===== config.mk =====
export PLATFORM = sky130hd
export DESIGN_NAME = rmea_atan2
export DESIGN_NICKNAME = d
export VERILOG_FILES = /design/src/sv/rmea_pkg.sv /design/src/sv/rmea_cordic_stage.sv /design/src/sv/rmea_atan2.sv
export SDC_FILE = /design/constraint.sdc
export NUM_CORES = 2
export LEC_CHECK = 0
export BUFFER_PORTS_ARGS = -buffer_cell sky130_fd_sc_hd__buf_2
export CORE_UTILIZATION = 60
export CTS_CLUSTER_DIAMETER = 50
export CTS_CLUSTER_SIZE = 24
export DETAILED_ROUTE_END_ITERATION = 8
export PLACE_DENSITY = 0.76
export SLEW_MARGIN = 20
export SYNTH_ARGS = -nofsm -noshare
export SYNTH_HDL_FRONTEND = slang
export SYNTH_SLANG_ARGS = --single-unit
export TNS_END_PERCENT = 30

===== constraint.sdc =====
create_clock -name clk -period 10.2 [get_ports clk]
set_clock_uncertainty 0.15 [all_clocks]
set_input_delay 1.02 -clock clk [delete_from_list [all_inputs] [get_ports clk]]
set_output_delay 1.02 -clock clk [all_outputs]
set_load 0.005 [all_outputs]

===== src/sv/rmea_pkg.sv =====
// ----------------------------------------------------------------------------
// rmea_pkg
// Constants and angle table for the rotation matrix to Euler angle converter.
// ----------------------------------------------------------------------------
package rmea_pkg;

    localparam int DATA_WIDTH_DEF    = 16;
    localparam int CORDIC_STAGES_DEF = 16;
    localparam int THR_W             = 15;
    localparam int OUT_W             = 16;
    localparam int ANG_W             = 28;
    localparam int TABLE_LEN         = 24;

    localparam logic [THR_W-1:0] THR_RESET = 15'd1;

    localparam logic signed [ANG_W-1:0] ANG_PI      = 28'sd52707179;
    localparam logic signed [ANG_W-1:0] ANG_HALF_PI = 28'sd26353589;
    localparam logic signed [OUT_W-1:0] OUT_LIMIT   = 16'sd25736;

    typedef logic signed [ANG_W-1:0] ang_t;

    function automatic ang_t atan_entry(input int idx);
        ang_t r;
        r = '0;
        case (idx)
            0:  r = 28'sd13176795;
            1:  r = 28'sd7778716;
            2:  r = 28'sd4110060;
            3:  r = 28'sd2086331;
            4:  r = 28'sd1047214;
            5:  r = 28'sd524117;
            6:  r = 28'sd262123;
            7:  r = 28'sd131069;
            default:
            begin
                if (idx < TABLE_LEN)
                    r = ang_t'(28'sd65536 >>> (idx - 8));
                else
                    r = '0;
            end
        endcase
        return r;
    endfunction

    // Q.24 angle to saturated Q3.13 with round half up.
    function automatic logic signed [OUT_W-1:0] to_q13(input ang_t z);
        logic signed [ANG_W:0] s;
        logic signed [ANG_W-11:0] r;
        s = {z[ANG_W-1], z} + (ANG_W+1)'(1024);
        r = s[ANG_W:11];
        if (r > (ANG_W-10)'(OUT_LIMIT))
            return OUT_LIMIT;
        if (r < -(ANG_W-10)'(OUT_LIMIT))
            return -OUT_LIMIT;
        return OUT_W'(r);
    endfunction

endpackage


===== src/sv/rmea_cordic_stage.sv =====
// ----------------------------------------------------------------------------
// rmea_cordic_stage
// One vectoring CORDIC micro-rotation with a fixed shift.
// ----------------------------------------------------------------------------
module rmea_cordic_stage #(
    parameter int XY_W = 40,
    parameter int STEP = 0
) (
    input  logic signed [XY_W-1:0]  x_in,
    input  logic signed [XY_W-1:0]  y_in,
    input  rmea_pkg::ang_t          z_in,
    output logic signed [XY_W-1:0]  x_out,
    output logic signed [XY_W-1:0]  y_out,
    output rmea_pkg::ang_t          z_out
);
    localparam rmea_pkg::ang_t ATAN_I = rmea_pkg::atan_entry(STEP);

    logic signed [XY_W-1:0] dx;
    logic signed [XY_W-1:0] dy;

    always_comb
    begin
        dx = y_in >>> STEP;
        dy = x_in >>> STEP;
        if (!y_in[XY_W-1])
        begin
            x_out = x_in + dx;
            y_out = y_in - dy;
            z_out = z_in + ATAN_I;
        end
        else
        begin
            x_out = x_in - dx;
            y_out = y_in + dy;
            z_out = z_in - ATAN_I;
        end
    end
endmodule


===== src/sv/rmea_atan2.sv =====
// ----------------------------------------------------------------------------
// rmea_atan2
// Pipelined atan2: quadrant fold, CORDIC stages (one register each), rounding.
// Enable freezes every stage; the caller tracks valid bits.
// ----------------------------------------------------------------------------
module rmea_atan2 #(
    parameter int IN_W          = 18,
    parameter int CORDIC_STAGES = rmea_pkg::CORDIC_STAGES_DEF
) (
    input  logic                               clk,
    input  logic                               en,
    input  logic signed [IN_W-1:0]             y,
    input  logic signed [IN_W-1:0]             x,
    output logic signed [rmea_pkg::OUT_W-1:0]  angle
);
    // Operand gains 16 guard bits, one sign bit and CORDIC growth of two bits.
    localparam int XY_W = IN_W + 16 + 3;
    localparam int NS   = (CORDIC_STAGES < rmea_pkg::TABLE_LEN) ?
                          CORDIC_STAGES : rmea_pkg::TABLE_LEN;

    logic signed [XY_W-1:0] x_reg [NS+1];
    logic signed [XY_W-1:0] y_reg [NS+1];
    rmea_pkg::ang_t         z_reg [NS+1];
    logic signed [rmea_pkg::OUT_W-1:0] angle_reg;

    logic signed [XY_W-1:0] x_next;
    logic signed [XY_W-1:0] y_next;
    rmea_pkg::ang_t         z_next;
    logic signed [XY_W-1:0] x_ext;
    logic signed [XY_W-1:0] y_ext;

    // Fold into the right half plane; zero cases become fixed-angle bypasses.
    always_comb
    begin
        x_ext = XY_W'(x) <<< 16;
        y_ext = XY_W'(y) <<< 16;
        x_next = x_ext;
        y_next = y_ext;
        z_next = '0;
        if (y == '0)
        begin
            x_next = '0;
            y_next = '0;
            z_next = (x[IN_W-1]) ? rmea_pkg::ANG_PI : '0;
        end
        else if (x == '0)
        begin
            x_next = '0;
            y_next = '0;
            z_next = (y[IN_W-1]) ? -rmea_pkg::ANG_HALF_PI : rmea_pkg::ANG_HALF_PI;
        end
        else if (x[IN_W-1])
        begin
            x_next = -x_ext;
            y_next = -y_ext;
            z_next = (y[IN_W-1]) ? -rmea_pkg::ANG_PI : rmea_pkg::ANG_PI;
        end
    end

    // Bypass items carry x = y = 0, which the stages would rotate; mark them.
    logic bypass_reg [NS+1];

    always_ff @(posedge clk)
    begin
        if (en)
        begin
            x_reg[0]      <= x_next;
            y_reg[0]      <= y_next;
            z_reg[0]      <= z_next;
            bypass_reg[0] <= (y == '0) || (x == '0);
        end
    end

    for (genvar i = 0; i < NS; i++)
    begin : g_stage
        logic signed [XY_W-1:0] xs;
        logic signed [XY_W-1:0] ys;
        rmea_pkg::ang_t         zs;

        rmea_cordic_stage #(.XY_W(XY_W), .STEP(i)) u_stage (
            .x_in  (x_reg[i]),
            .y_in  (y_reg[i]),
            .z_in  (z_reg[i]),
            .x_out (xs),
            .y_out (ys),
            .z_out (zs)
        );

        always_ff @(posedge clk)
        begin
            if (en)
            begin
                x_reg[i+1]      <= xs;
                y_reg[i+1]      <= ys;
                z_reg[i+1]      <= bypass_reg[i] ? z_reg[i] : zs;
                bypass_reg[i+1] <= bypass_reg[i];
            end
        end
    end

    always_ff @(posedge clk)
    begin
        if (en)
            angle_reg <= rmea_pkg::to_q13(z_reg[NS]);
    end

    assign angle = angle_reg;
endmodule


==> out/qor.csv <==
stage,metric,value,unit
final_layout,nFillCells,15080,
routing,drtAntennaViolNets,0,
yosys,synth-seq-area-share,35.23,%
final_layout,largest_reg_flops,475,
yosys,synthFlopType,edfxtp_1,
critical_path,critical_path.cell_chain,"or3_1, nor2_1, and3_1, nand2_1, nor4_1, nor2_1, xnor2_1, ha_1, nand4_1, or4_1, a311oi_1, nor4_1, o31ai_1, a21oi_1, a211oi_1, o31ai_1, a21oi_1, o21a_1, nor2_1, xnor2_1",
yosys,syn_area,114200,sq um
outcome,status,"complete, no violations",
floorplanning,rows,159,
hold_path,timing.hold.worst_path_depth,0,
yosys,async_flop_share,0,%
timing,rsz0062_at_grt,no,
final_layout,layout_commonest_cell,edfxtp_1,
routing,wl_per_cell,20.75,um
clock_tree,cts_buffer_depth,3,
critical_path,reg2reg_from,x_reg[0][231],
routing,vias_per_cell,6.256,
critical_path,crit_path_frequent_cell,nor2_1,
final_layout,ff_latch_area,40240,sq um
critical_path,cp.arrival,6.29,ns
critical_path,cp_slowest_cell,o31ai_1,
timing,final-hold-violation-count,0,
final_layout,drive_gt1_share,4.269,%
routing,drt_wl_total,310900,um
clock_tree,cts.sinks,1340,
routing,drc_errors,0,
timing,period_share,57.65,%
hold_path,min_to,z_reg[0][321],
final_layout,area_growth,7.756,%
yosys,avgSynthCellArea,9.266,sq um
critical_path,startpoint_type,register,
final_layout,final_cell_mix,"1340 x edfxtp_1, 1248 x ha_1, 1240 x nor2_1",
final_layout,multi_input_area,71060,sq um
clock_tree,htree_num_levels,4,
yosys,synth-warning-count,0,
timing,max_freq,170.1,MHz
clock_tree,insertion_delay,0.86,ns
clock_tree,cts_hold_buf,0,
floorplanning,die_x,438.3,um
timing,slew_headroom,17.18,%
clock_tree,cts_tree,built,
routing,first_iter_violations,7253,
yosys,ys_seq_elements,1340,
floorplanning,boundaryPins,54,
critical_path,cpLargestDelayFamily,simple AND/OR/NAND/NOR gates,
critical_path,required,10.60,ns
yosys,synth_enable_flop_cells,1340,
yosys,netlist_instances,12330,
hold_path,worstHoldPathType,reg2reg,
timing,tns,0,ns
placement,gp_congestion,1.014,
timing,worst_slew_pin_slew,1.229,ns
clock_tree,cts_resized,0,
global_route,grt_use_total,31.47,%
critical_path,worst-path-buf-inv,0,
clock_tree,root_buffer,clkbuf_16,
placement,io_buffers,53,
global_route,grt_max_degree,172,
clock_tree,path_clk_slew,0.07,ns
yosys,yosysUniqueCellTypes,92,
timing,fin_crit,5.881,ns
critical_path,reg2regPathDepth,20,
floorplanning,start_util,60.62,%
routing,vias,93740,
global_route,grt_pass1_vias,90190,
global_route,antenna_found_initial,10,
critical_path,r2r_slack,4.32,ns
floorplanning,fp.dieH,438.3,um
hold_path,hp-start,z_reg[0][293],
critical_path,critical_path.endpoint_type,register,
clock_tree,cts_buffers,163,
timing,setup_viol,0,
critical_path,worst-setup-path-type,reg2reg,
clock_tree,cts_setup_buffers,0,
timing,drv_slew,0,
critical_path,cp_slowest_stage_delay,0.55,ns
critical_path,worst_r2r_endpoint,y_reg[0][295],
global_route,overflow,0,
critical_path,crit_fanout,4,
global_route,grt_pass1_wl,482400,um
routing,dr.pass1.iters,8,
floorplanning,coreArea,188400,sq um
flow_run,maxCapViolations,0,
placement,place_hpwl,245100,um
floorplanning,dieArea,192100,sq um
final_layout,nNetsFinal,13670,
==> through the flow <==
stage               utilization, %  instance area (sq um)  hold WS (ns)  worst slack, ns  std cells
floorplan                        -                 114200        0.2503            5.278      12330
global placement             62.16                 117100        0.2566            4.349      14670
detailed placement           62.17                 117100        0.2568            4.372      14680
CTS                          65.30                 123000        0.2802            4.362      14980
global route                 65.32                 123100        0.2801            3.815      14980
finish                       65.32                 123100        0.2773            4.319      14980
==> cell usage after synthesis, types with 98 or more instances <==
cell,number,area [sq um]
and3_1,100,625.6
a21o_1,490,3679
inv_1,517,1941
xnor2_1,1003,8785
nand2b_1,178,1114
edfxtp_1,1340,40240
o21a_1,139,1044
clkbuf_1,223,837.1
nor2_1,1240,4654
o21ai_0,783,3919
nand3_1,188,940.9
a31oi_1,128,800.8
nor2b_1,173,1082
o21bai_1,147,1104
xor2_1,696,6096
nand2_1,835,3134
nor3_1,355,1777
o31ai_1,98,735.7
a21oi_1,1204,6026
ha_1,1248,15610
==> per-layer routing <==
layer	up-vias	global-route usage [%]	part of all wire, %
li1	45230	-	-
met5	-	0	0.011
met3	832	4.892	6.1
met4	6	18.38	6.3
met1	44530	37.76	40
met2	3137	53.44	47
==> worst register-to-register path, stage by stage (launching register included) <==
cell and delay, ns:
edfxtp_1 0.46, or3_1 0.45, nor2_1 0.22, and3_1 0.28
nand2_1 0.10, nor4_1 0.49, nor2_1 0.11, xnor2_1 0.16
ha_1 0.34, nand4_1 0.19, or4_1 0.54, a311oi_1 0.34
nor4_1 0.13, o31ai_1 0.55, a21oi_1 0.21, a211oi_1 0.34
o31ai_1 0.14, a21oi_1 0.15, o21a_1 0.13, nor2_1 0.05
xnor2_1 0.11
==> cells by family (layout without fill, tap and decap cells) <==
family	after synthesis	count (layout)	synth area share (%)
DFF	1340	1340	35.23
buffers and inverters	784	942	2.580
other	1	5	0.003283
xor gates and xnor gates	1699	1699	13.03
and+or+nand+nor	3603	3603	14.86
AOI/OAI and AO/OA	3539	3539	19.26
adders and majority gates	1286	1286	14.34
muxes	74	74	0.6968
==> worst max-delay path by stage <==
stage | from | endpoint | slack, ns | cells past startpoint
detailed placement | x_reg[0][231] | y_reg[0][295] | 4.37 | 20
floorplan | y_reg[0][184] | y_reg[0][221] | 5.28 | 19
finish | x_reg[0][231] | y_reg[0][295] | 4.32 | 20
CTS | x_reg[0][231] | y_reg[0][295] | 4.36 | 20
global route | x_reg[0][231] | y_reg[0][295] | 3.82 | 20
global placement | x_reg[0][231] | y_reg[0][295] | 4.35 | 20
==> cell type report <==
type                    instances  share of cell area, %
multi-input cells           10200                  57.74
flip-flops and latches       1340                  32.70
clock inverters               135                  1.459
diodes                          2               0.004067
repair buffers                113                 0.6334
inverters                     524                  1.598
well taps                    2495                  2.537
clock buffers                 170                  3.336
Power is left out: the tool's default activity adds up to more than one toggle a clock period on the data nets, which glitch-free logic cannot reach.
